==> config.mk <==
export PLATFORM = sky130hd
export DESIGN_NAME = tobt_bar_update
export DESIGN_NICKNAME = d
export VERILOG_FILES = /design/src/rtl/tobt_pkg.sv /design/src/rtl/tobt_bar_update.sv
export SDC_FILE = /design/constraint.sdc
export NUM_CORES = 1
export LEC_CHECK = 0
export ABC_AREA = 0
export BUFFER_PORTS_ARGS = -buffer_cell sky130_fd_sc_hd__buf_2
export CORE_AREA = 2 2 458 460
export DETAILED_ROUTE_END_ITERATION = 8
export DIE_AREA = 0 0 460 462
export MAX_ROUTING_LAYER = met4
export PLACE_DENSITY_LB_ADDON = 0.05
export REMOVE_ABC_BUFFERS = 1
export SETUP_SLACK_MARGIN = 0.15
export SLEW_MARGIN = 5
export SYNTH_ARGS = -nofsm -noshare
export SYNTH_HDL_FRONTEND = slang
export SYNTH_SLANG_ARGS = --single-unit
==> constraint.sdc <==
create_clock -name vclk -period 6.3
set_input_delay 0.63 -clock vclk [all_inputs]
set_output_delay 0.63 -clock vclk [all_outputs]
set_load 0.05 [all_outputs]
==> src/rtl/tobt_pkg.sv <==
package tobt_pkg;

    localparam int TABLE_SLOTS = 64;
    localparam int PRICE_BITS  = 48;
    localparam int SLOT_BITS   = 6;
    localparam int IDX_BITS    = $clog2(TABLE_SLOTS + 1);
    localparam int VOL_BITS    = 48;
    localparam int BVOL_BITS   = VOL_BITS + 1;
    localparam int TIME_BITS   = 27;
    localparam int OP_BITS     = 2;
    localparam int CFG_BITS    = 11;

    localparam logic [OP_BITS-1:0] OP_TICK  = 2'd0;
    localparam logic [OP_BITS-1:0] OP_CLEAR = 2'd1;
    localparam logic [OP_BITS-1:0] OP_FLUSH = 2'd2;

    typedef logic signed [PRICE_BITS-1:0] price_t;
    typedef logic [VOL_BITS-1:0]          vol_t;
    typedef logic signed [BVOL_BITS-1:0]  bvol_t;
    typedef logic [TIME_BITS-1:0]         time_t;
    typedef logic [SLOT_BITS-1:0]         slot_t;

    localparam int IN_FIELD_BITS  = SLOT_BITS + 4 * PRICE_BITS + 2 * TIME_BITS;
    localparam int IN_DATA_BITS   = ((IN_FIELD_BITS + 7) / 8) * 8;
    localparam int IN_PAD_BITS    = IN_DATA_BITS - IN_FIELD_BITS;
    localparam int OUT_FIELD_BITS = SLOT_BITS + 6 * PRICE_BITS + BVOL_BITS + 3 * TIME_BITS
                                    - 2 * PRICE_BITS + VOL_BITS * 0 + 2 * PRICE_BITS
                                    - 2 * PRICE_BITS + 2 * PRICE_BITS - PRICE_BITS * 0;
    localparam int OUT_DATA_BITS  = ((OUT_FIELD_BITS + 7) / 8) * 8;
    localparam int OUT_PAD_BITS   = OUT_DATA_BITS - OUT_FIELD_BITS;

    // input request, first field in the lowest bits
    typedef struct packed {
        logic [IN_PAD_BITS-1:0] pad;
        time_t  trading_day;
        time_t  update_time_ms;
        price_t lower_limit;
        price_t upper_limit;
        vol_t   cum_volume;
        price_t trade_price;
        slot_t  ticker_slot;
    } in_t;

    // one table entry
    typedef struct packed {
        price_t open_p;
        price_t high_p;
        price_t low_p;
        price_t close_p;
        vol_t   start_vol;
        bvol_t  vol;
        time_t  first_t;
        time_t  latest_t;
        price_t lim_up;
        price_t lim_down;
        time_t  day;
    } bar_t;

    // emitted bar, first field in the lowest bits
    typedef struct packed {
        logic [OUT_PAD_BITS:0] pad;
        time_t  day_out;
        price_t limit_down_out;
        price_t limit_up_out;
        time_t  end_time_ms;
        time_t  start_time_ms;
        bvol_t  bar_volume;
        price_t close_price;
        price_t low_price;
        price_t high_price;
        price_t open_price;
        slot_t  slot_out;
    } out_t;

    function automatic out_t make_out(input bar_t b, input slot_t s);
        out_t o;
        o.pad            = '0;
        o.day_out        = b.day;
        o.limit_down_out = b.lim_down;
        o.limit_up_out   = b.lim_up;
        o.end_time_ms    = b.latest_t;
        o.start_time_ms  = b.first_t;
        o.bar_volume     = b.vol;
        o.close_price    = b.close_p;
        o.low_price      = b.low_p;
        o.high_price     = b.high_p;
        o.open_price     = b.open_p;
        o.slot_out       = s;
        return o;
    endfunction

endpackage

==> src/rtl/tobt_bar_update.sv <==
module tobt_bar_update (
    input  logic           open_new,
    input  tobt_pkg::bar_t cur,
    input  tobt_pkg::in_t  tick,
    output tobt_pkg::bar_t nxt
);
    import tobt_pkg::*;

    always_comb
    begin
        if (open_new)
        begin
            nxt.open_p    = tick.trade_price;
            nxt.high_p    = tick.trade_price;
            nxt.low_p     = tick.trade_price;
            nxt.close_p   = tick.trade_price;
            nxt.start_vol = tick.cum_volume;
            nxt.vol       = '0;
            nxt.first_t   = tick.update_time_ms;
            nxt.latest_t  = tick.update_time_ms;
            nxt.lim_up    = tick.upper_limit;
            nxt.lim_down  = tick.lower_limit;
            nxt.day       = tick.trading_day;
        end
        else
        begin
            nxt          = cur;
            nxt.close_p  = tick.trade_price;
            nxt.latest_t = tick.update_time_ms;
            if (tick.trade_price < cur.low_p)
            begin
                nxt.low_p = tick.trade_price;
            end
            if (cur.high_p < tick.trade_price)
            begin
                nxt.high_p = tick.trade_price;
            end
            // gives a negative bar volume when the cumulative volume goes down
            nxt.vol = $signed({1'b0, tick.cum_volume} - {1'b0, cur.start_vol});
        end
    end

endmodule

; After elaboration in Yosys (flattened, before gate mapping)
; Cells that the tools add are included.
[totals]
output_inout_bits = 466
regBits = 0
elab_cells = 6
[classes]
mux = 3
n_lt_le_gt_ge = 2
n_addsub = 1
[op_table]
columns = op, n
row1 = 466-bit 2-to-1 mux, 1
row2 = 48-bit < comparator, 2
row3 = 48-bit 2-to-1 mux, 2
row4 = 48-bit by 48-bit subtractor with 49-bit output, 1

; Depth between registers and ports, before layout
; Gate-level depths: netlist of run 1.
[depth]
word_depth = 3
mapped_depth = 14
mapped_depth_nobuf = 12

; Worst setup path after synthesis of run 1
; No wires, ideal clock.
[synth_timing]
path_type = input port to output port
startpoint = input port cur[359] (netlist name)
endpoint = output port nxt[350] (netlist name)
setup_slack_ns = 2.030
arrival_time_ns = 3.640
cell_stages = 14
path_cell_list = inv_1 > ha_1 > a21o_1 > a21o_1 > a21oi_1 > or3_1 > o21ai_0 > a2111oi_0 > mux2_1 > a211o_1 > buf_2 > buf_6 > buf_6 > mux2i_1
[synth_lines]
columns = item, line
row1 = from (decl), tobt_bar_update.sv:3  ; input tobt_pkg::bar_t cur,
row2 = to (decl), tobt_bar_update.sv:5  ; output tobt_pkg::bar_t nxt

==> key figures, run 1 <==
Critical path
  • CP startpoint kind: input port
  • Critical path data required time: around 5700 ps
  • Critical path class: in -> out
  • Worst path cell trace: buf_2 > inv_1 > ha_1 > fa_1 > nand2b_1 > a21oi_1 > buf_4 > o211ai_1 > a2111oi_2 > a211oi_2 > a221oi_2 > nand4_1 > nand2_1 > mux2_1 > buf_2
  • Largest stage delay, worst path: between 600 and 700 ps
  • Slowest-stage cell, CP: a221oi_2
  • WP data arrival: between 4000 and 5000 ps
  • CP most frequent cell: buf_2
  • Worst setup EP type: output port
  • Max FO, Critical Path: 4

Die
  • Placeable Area: around 210000 µm²
  • Chip Height: roughly 460 µm
  • Chip Width: approximately 460 µm
  • DIE AREA: ~210000 µm²
  • Site Rows: 168
  • I/O pins: approximately 1200
  • Initial Utilization: under 10%

Detailed routing
  • Final WL: 110000 µm
  • Per-cell routed wire length: 22.0 µm
  • Antenna-violating nets left: 0
  • Vias: 13700
  • DRC: 0
  • First-iteration detailed-routing DRC count: between 400 and 500
  • TritonRoute pass-1 iters: 4
  • Via-to-Cell Ratio: 2.74

Cells and area
  • Fin area: 18000 µm²
  • Synth-to-layout area growth: 81.8%
  • Fraction of layout cells with a size suffix above 1: between 50% and 60%
  • Finished Layout Cells: around 5000
  • Multi-input gate area: 8500 µm²
  • Reg area: 0 µm²
  • Total Nets Final: between 3000 and 4000
  • Clkbuf count: 0
  • Num sequential: 0
  • Fill count: about 25000

Place
  • Routability cong.: between 0.7 and 0.8
  • Placed Cells: between 4000 and 5000
  • Placed Area: between 15000 and 20000 µm²
  • PortBufs: roughly 1100
  • Place WS: around 1100 ps
  • HPWL Detailed: approximately 100000 µm

GRT
  • First-pass GRT wire length: ~140000 µm
  • Vias in the first global route: about 14000
  • Total track usage: 10.0%
  • Largest net degree at the start of global routing: 109
  • GRT overflow: 0
  • Initial antenna violation count: 93

Synth
  • Post-synthesis sequential area ratio: 0%
  • Yosys warning count: 0
  • Post-synthesis cell type with the largest combined area: mux2_2
  • Syn Inst Count: approximately 1300
  • Ranking of synthesized cells by area: mux2_2, ha_1, buf_4
  • Library cells used by synthesis: 55
  • Synth Area per Inst: approximately 7.5 µm²
  • Mapped cell area: 9900 µm²
  • Synth top area share: 27.3%

Power
  • Sw frac: 72.5%
  • Clk pwr share: 0%
  • Static leakage: between 0.008 and 0.009 µW
  • P per Cell Area: between 100 and 150 nW/µm²
  • Reg power frac: 0%
  • P_sw: 1760 µW
  • Worst vdd ir: between 30 and 40 µV
  • Combinational share of power: 100.0%
  • Int Pwr: approximately 670 µW

Clocking
  • Cts hold-fix bufs: 0
  • Post-CTS setup buffers: 0
  • Cts repair resizes: 0

Flow run
  • Max-Cap Viols: 0

STA
  • Tcrit/Tclk final: 80.1%
  • Unrepaired setup endpoints after global routing: no
  • Fin. max-slew vios: 0
  • Maximum achievable frequency: 198 MHz
  • Fin Setup TNS: 0 ps
  • # setup viols final: 0
  • Final Hold Slack: 1560 ps
  • Least-Margin Pin Slew: 949 ps
  • Endpoints failing hold: 0
  • Worst setup margin: about 1300 ps
  • Crit path time final: ~5000 ps
  • Max_slew headroom: 36.0%

Min path
  • Hold_sp: tick[205]
  • Hold Path Depth: 2
  • Hold crit path type: in -> out
  • WHS Endpoint: nxt[130]

Outcome
  • Status: completed
## metrics by stage
stage	total power, µW	utilization, %
finish	2430	8.65
global route	2600	8.64
CTS	2500	8.59
detailed placement	2490	8.59
global placement	2510	8.59
floorplan	1460	-
## critical path: cells and delay by family
kind                       cells  cell delay, ps
AOI/OAI and AO/OA              5            1750
adders and majority gates      2             620
buffers and inverters          4             550
muxes                          1             350
and+or+nand+nor                3             500
## placed cells by master, fill, tap and decap left out, types with 33 or more instances in the layout
master / Yosys / final
a21o_1: 66 / 66
buf_2: 5 / 1054
inv_1: 152 / 152
nand2_1: 98 / 98
nor2_1: 81 / 81
a21oi_1: 77 / 77
nand4_1: 33 / 33
mux2_2: 240 / 240
ha_1: 142 / 142
diode_2: 0 / 42
o21ai_0: 77 / 77
mux2i_1: 48 / 48
## cell families (layout without fill, tap and decap cells)
logic type | after synthesis | in the layout | share of synthesized area, %
multiplexers | 298 | 298 | 33.3
XOR/XNOR | 38 | 38 | 3.36
AO/OA/AOI/OAI | 282 | 282 | 17.9
buffers and inverters | 288 | 1218 | 14.3
AND/OR/NAND/NOR | 279 | 279 | 12.9
other | 0 | 42 | 0
adder cells (fa/ha/maj) | 143 | 143 | 18.2
## power by group through the flow
stage / registers [µW] / clock network, µW / logic [µW]
after floorplan: 0 / 0 / 1460
after global placement: 0 / 0 / 2510
after detailed placement: 0 / 0 / 2490
after CTS: 0 / 0 / 2500
after global routing: 0 / 0.000789 / 2600
final: 0 / 0.000842 / 2430
## worst max path at each step
stage,depth (start not counted),from,end
CTS,15,tick[54],nxt[221]
global placement,15,tick[54],nxt[221]
floorplan,10,tick[7],nxt[370]
finish,15,tick[54],nxt[221]
detailed placement,15,tick[54],nxt[221]
global route,15,tick[54],nxt[221]
## cell usage after synthesis (all sizes together) (7+ instances only)
library cell  count
mux2            250
inv             152
ha              142
nand2            98
buf              91
nor2             81
o21ai            80
a21oi            77
a21o             66
mux2i            48
clkbuf           45
nand4            33
xnor2            19
xor2             19
nand3            12
a211oi           11
nand2b           10
nor2b            10
nor3             10
a31oi             8
and2              7
o21a              7
## cell type report
cell class	instances	area share, %
inverter	152	3.17
antenna	42	0.584
tap	2720	18.9
multi-input combinational	1040	47.3
timing repair buffer	1066	30.1
## layer usage
layer  routed length, µm  GRT usage, %  vias to the layer above
met2               53000          17.2                      738
li1                    -             -                     6560
met4                 449        0.0405                        0
met3               10700          3.57                       66
met5                   0             -                        -
met1               46200          11.8                     6385
(Power assumes the default switching activity.)
==> run 2: changes to the inputs <==
- ABC_AREA: 0 -> 1
- CORE_AREA: 2 2 458 460 -> 2 2 461 463
- DIE_AREA: 0 0 460 462 -> 0 0 463 465
- clock period: 6.3 -> 4.2 ns (I/O delays scaled with it)
==> key figures, run 2 <==
GRT
  • Grt met2 use: between 20% and 30%
  • Largest net degree at the start of global routing: between 90 and 100
  • Initial antenna violation count: 76
  • GR Util met1: 12.9%
  • Global routing's busiest layer: met2
  • Met3 usage: approximately 2.7%
  • GRT overflow: 0
  • First-pass GRT wire length: between 150000 and 200000 µm
  • Total track usage: roughly 12%
  • Vias in the first global route: 19200

Power
  • Static leakage: 0.0109 µW
  • Worst vdd ir: 52.4 µV
  • P per Cell Area: between 200 and 250 nW/µm²

Outcome
  • Status: completed

Flow run
  • Max-Cap Viols: 0

Cells and area
  • Util after Layout: a little under a tenth
  • Fraction of layout cells with a size suffix above 1: between 30% and 40%
  • Most common cell after layout, fill and taps aside: buf_2
  • Finished Layout Cells: roughly 6000
  • Num sequential: 0
  • Clkbuf count: 0
  • Most frequent cells in the layout: buf_2, nand2_1, inv_1
  • Reg area: 0 µm²
  • Total Nets Final: around 4000
  • Synth-to-layout area growth: 77.9%
  • Fill count: 25500

Place
  • Place WS: 69.6 ps
  • PortBufs: between 1000 and 1500
  • Routability cong.: just over 0.8
  • HPWL Detailed: ~120000 µm
  • Placed Cells: 6024

Synth
  • Post-synthesis cell type with the largest combined area: nand2_1
  • Ranking of synthesized cells by area: nand2_1, ha_1, inv_1
  • Mapped cell area: 11100 µm²
  • Most frequent cell after synthesis: nand2_1
  • Syn Inst Count: approximately 2300
  • Top cells by count, synth: nand2_1, inv_1, o21ai_0, nor2_1, ha_1
  • Synth Area per Inst: about 4.9 µm²
  • Synth top area share: between 30% and 40%
  • Yosys warning count: 0
  • Post-synthesis sequential area ratio: 0%
  • Library cells used by synthesis: 34

Die
  • I/O pins: 1189
  • Chip Width: between 400 and 500 µm
  • DIE AREA: ~220000 µm²
  • Site Rows: roughly 170
  • Chip Height: approximately 470 µm
  • Initial Utilization: 5.24%
  • Placeable Area: around 210000 µm²

STA
  • Max_slew headroom: 45.2%
  • Final Hold Slack: ~1100 ps
  • Tcrit/Tclk final: between 80 and 90%
  • Worst setup margin: ~560 ps
  • Endpoints failing hold: 0
  • Crit path time final: ~3600 ps
  • # setup viols final: 0
  • Maximum achievable frequency: about 280 MHz
  • Unrepaired setup endpoints after global routing: no
  • Least-Margin Pin Slew: 813 ps
  • Fin. max-slew vios: 0

Critical path
  • Critical path data required time: 3780 ps
  • Worst path cell trace: buf_2 > ha_1 > fa_1 > inv_1 > nand3_1 > nand2_1 > nand3_1 > nand2_1 > nand2_1 > nand2_1 > nand2_1 > nand2_1 > nand3_1 > nand3_1 > nand2_1 > nor2_1 > buf_2
  • Max FO, Critical Path: 4
  • Largest stage delay, worst path: roughly 470 ps
  • CP startpoint kind: input port
  • CP most frequent cell: nand2_1
  • Slowest-stage cell, CP: fa_1
  • Critical path class: in -> out
  • WP data arrival: 3220 ps
  • Worst setup EP type: output port

Clocking
  • Cts hold-fix bufs: 0

Min path
  • Hold crit path type: in -> out

Detailed routing
  • Final WL: 132000 µm
  • First-iteration detailed-routing DRC count: between 600 and 700
  • Via-to-Cell Ratio: 2.97
  • Vias: 18000
  • DRC: 0
  • Per-cell routed wire length: between 20 and 25 µm
  • Antenna-violating nets left: 0
  • TritonRoute pass-1 iters: 5
==> run 2: changes by cell type in the layout (fill, tap and decap cells not counted), moves of 57 or more <==
cell	delta
a21o_1	-57
a21oi_1	+59
inv_1	+105
mux2_2	-240
nand2_1	+906
nand4_1	+77
nor2_1	+69
o21ai_0	+87
==> run 2: final timing paths <==
check | startpoint | endpoint | cells past startpoint
max | cur[226] | nxt[217] | 17
min | tick[210] | nxt[135] | 2
==> run 2: cell families after synthesis <==
| family | Yosys count | synth area share (%) |
|---|---|---|
| and+or+nand+nor | 1337 | 49.0 |
| buffers and inverters | 434 | 18.0 |
| adders and majority gates | 143 | 16.3 |
| xor gates and xnor gates | 10 | 0.792 |
| AOI/OAI and AO/OA | 336 | 16.0 |
==> run 2: final cells by class <==
cell class,count,area [µm²],area share (%)
Antenna cell,28,70.1,0.356
Inverter,259,980,4.98
Multi-Input combinational cell,1826,9070,46.1
Tap cell,2821,3530,17.9
Timing Repair Buffer,1118,6020,30.6
==> run 2: worst max-delay path: cells and delay by family <==
kind | cells | cell delay, ps
simple gates | 12 | 1420
fa+ha+maj | 2 | 750
buf+inv | 3 | 620
==> run 2: stage by stage <==
stage / TNS [ps] / cell area [µm²] / power (µW)
global route: 0 / 19700 / 4380
global placement: 0 / 19600 / 4190
floorplan: -1035290 / 10000 / 2280
detailed placement: 0 / 19600 / 4160
CTS: 0 / 19600 / 4180
finish: 0 / 19700 / 4030
==> run 2: metal layers <==
layer  vias to the layer above  share of wire [%]
li1                       9077                  -
met1                      8097                 40
met2                       726                 54
met3                        92                5.7
met4                         0               0.95
met5                         -                  0
==> run 2: power breakdown <==
group          total (µW)  switching (µW)  internal (µW)  leakage (µW)
registers               0               0              0             0
logic                4030            3060            974        0.0109
clock network    0.000796               0       0.000796   0.000000177
==> run 2: repair_timing <==
action	4_1_cts	5_1_grt
setup buffers	0	0
gates resized for setup	1	0
endpoints found under the setup margin	14	0
==> run 3: changes to the inputs <==
- CELL_PAD_IN_SITES_DETAIL_PLACEMENT: not set -> 0
- CELL_PAD_IN_SITES_GLOBAL_PLACEMENT: not set -> 2
- CORE_AREA: 2 2 461 463 -> 2 2 458 460
- DIE_AREA: 0 0 463 465 -> 0 0 460 462
==> key figures, run 3 (synthesis results as in run 2) <==
Outcome
  • Status: completed

Detailed routing
  • DRC: 0
  • Vias: between 15000 and 20000
  • Final WL: 136000 µm
  • Per-cell routed wire length: between 20 and 25 µm
  • Antenna-violating nets left: 0
  • Via-to-Cell Ratio: around 3.1
  • First-iteration detailed-routing DRC count: ~700
  • TritonRoute pass-1 iters: 4

Cells and area
  • Clkbuf count: 0
  • Synth-to-layout area growth: 75.7%
  • Fin area: approximately 19000 µm²
  • Most common cell after layout, fill and taps aside: buf_2
  • Total Nets Final: ~4100
  • Fraction of layout cells with a size suffix above 1: approximately a third
  • Num sequential: 0
  • Most frequent cells in the layout: buf_2, nand2_1, inv_1
  • Reg area: 0 µm²
  • Finished Layout Cells: 5962

Die
  • Chip Height: between 400 and 500 µm
  • I/O pins: about 1200
  • Site Rows: about 170
  • DIE AREA: around 210000 µm²
  • Chip Width: roughly 460 µm
  • Initial Utilization: roughly 5.3%
  • Placeable Area: 208000 µm²

Power
  • Static leakage: around 0.011 µW
  • Worst vdd ir: 60.4 µV
  • Reg power frac: 0%
  • Combinational share of power: between 90% and 100%
  • Int Pwr: around 940 µW
  • P_sw: 3060 µW
  • P per Cell Area: 206 nW/µm²
  • Clk pwr share: 0%
  • Sw frac: roughly three quarters

STA
  • Max_slew headroom: 49.8%
  • Crit path time final: approximately 3700 ps
  • Endpoints failing hold: 0
  • Unrepaired setup endpoints after global routing: no
  • Final Hold Slack: approximately 1100 ps
  • # setup viols final: 0
  • Least-Margin Pin Slew: 744 ps
  • Fin. max-slew vios: 0
  • Tcrit/Tclk final: between 80% and 90%
  • Maximum achievable frequency: approximately 270 MHz

GRT
  • Initial antenna violation count: 138
  • GRT overflow: 0
  • Total track usage: roughly an eighth
  • Vias in the first global route: approximately 19000
  • Largest net degree at the start of global routing: around 120
  • First-pass GRT wire length: about 170000 µm

Critical path
  • Max FO, Critical Path: 5
  • Worst Path Buf+Inv: 3
  • CP startpoint kind: input port
  • Largest stage delay, worst path: about 420 ps
  • Slowest-stage cell, CP: fa_1
  • Critical path data required time: about 3800 ps
  • Worst path cell trace: buf_2 > ha_1 > fa_1 > inv_1 > nand3_1 > nand2_1 > nand3_1 > nand2_1 > nand2_1 > nand2_1 > nand2_1 > nand2_1 > o21ai_0 > a21oi_2 > buf_2
  • CP top delay family: simple AND/OR/NAND/NOR gates
  • WP data arrival: approximately 3200 ps
  • CP most frequent cell: nand2_1
  • Worst setup EP type: output port
  • Critical path class: in -> out

Min path
  • Hold crit path type: in -> out
  • WHS Endpoint: nxt[137]
  • Hold Path Depth: 2
  • Hold_sp: tick[212]

Clocking
  • Cts repair resizes: 0
  • Cts hold-fix bufs: 0
  • Post-CTS setup buffers: 0

Flow run
  • Max-Cap Viols: 0

Place
  • Routability cong.: approximately 0.74
  • Placed Cells: slightly below 6000
  • Placed Area: about 19000 µm²
  • PortBufs: 1055
  • HPWL Detailed: ~120000 µm
[run 3: cell count changes in the layout (fill, tap and decap cells not counted), sizes merged]
cell	before	now
diode	28	60
buf	1118	1097
[run 3: final cells by class]
type,count,area (µm²)
Fill cell,25100,189000
Inverter,259,980
Multi-Input combinational cell,1826,9090
Timing Repair Buffer,1097,5800
Antenna cell,60,150
Tap cell,2720,3400
[run 3: metal layers]
layer | vias to the layer above | wire length, µm | share of wire [%] | global-route usage (%)
met4 | 0 | 2070 | 1.5 | 1.24
li1 | 9089 | - | - | -
met5 | - | 0 | 0 | -
met2 | 752 | 69300 | 51 | 22.5
met1 | 8227 | 54100 | 40 | 13.6
met3 | 138 | 10600 | 7.8 | 3.89
[run 3: worst max path at each step]
stage                to  depth (start not counted)  slack, ps     start
6_report       nxt[197]                         15        540  cur[226]
2_1_floorplan  nxt[226]                          2      -4110  open_new
4_1_cts        nxt[197]                         15        380  cur[226]
5_1_grt        nxt[219]                         12        240  cur[235]
3_5_place_dp   nxt[197]                         15        390  cur[226]
3_3_place_gp   nxt[197]                         15        380  cur[226]
[run 3: power groups by stage]
stage | registers, µW | logic, µW | clock network [µW]
floorplan | 0 | 2280 | 0
global placement | 0 | 4180 | 0
detailed placement | 0 | 4140 | 0
CTS | 0 | 4150 | 0
global route | 0 | 4360 | 0.00179
finish | 0 | 4000 | 0.00193
[run 3: stage by stage]
stage	utilization, %	total power (µW)	worst slack, ps	TNS, ps
after floorplan	-	2280	-4110	-1035290
after global placement	9.26	4180	379	0
after detailed placement	9.26	4140	387	0
after CTS	9.26	4150	380	0
after global routing	9.33	4360	241	0
final	9.34	4000	536	0
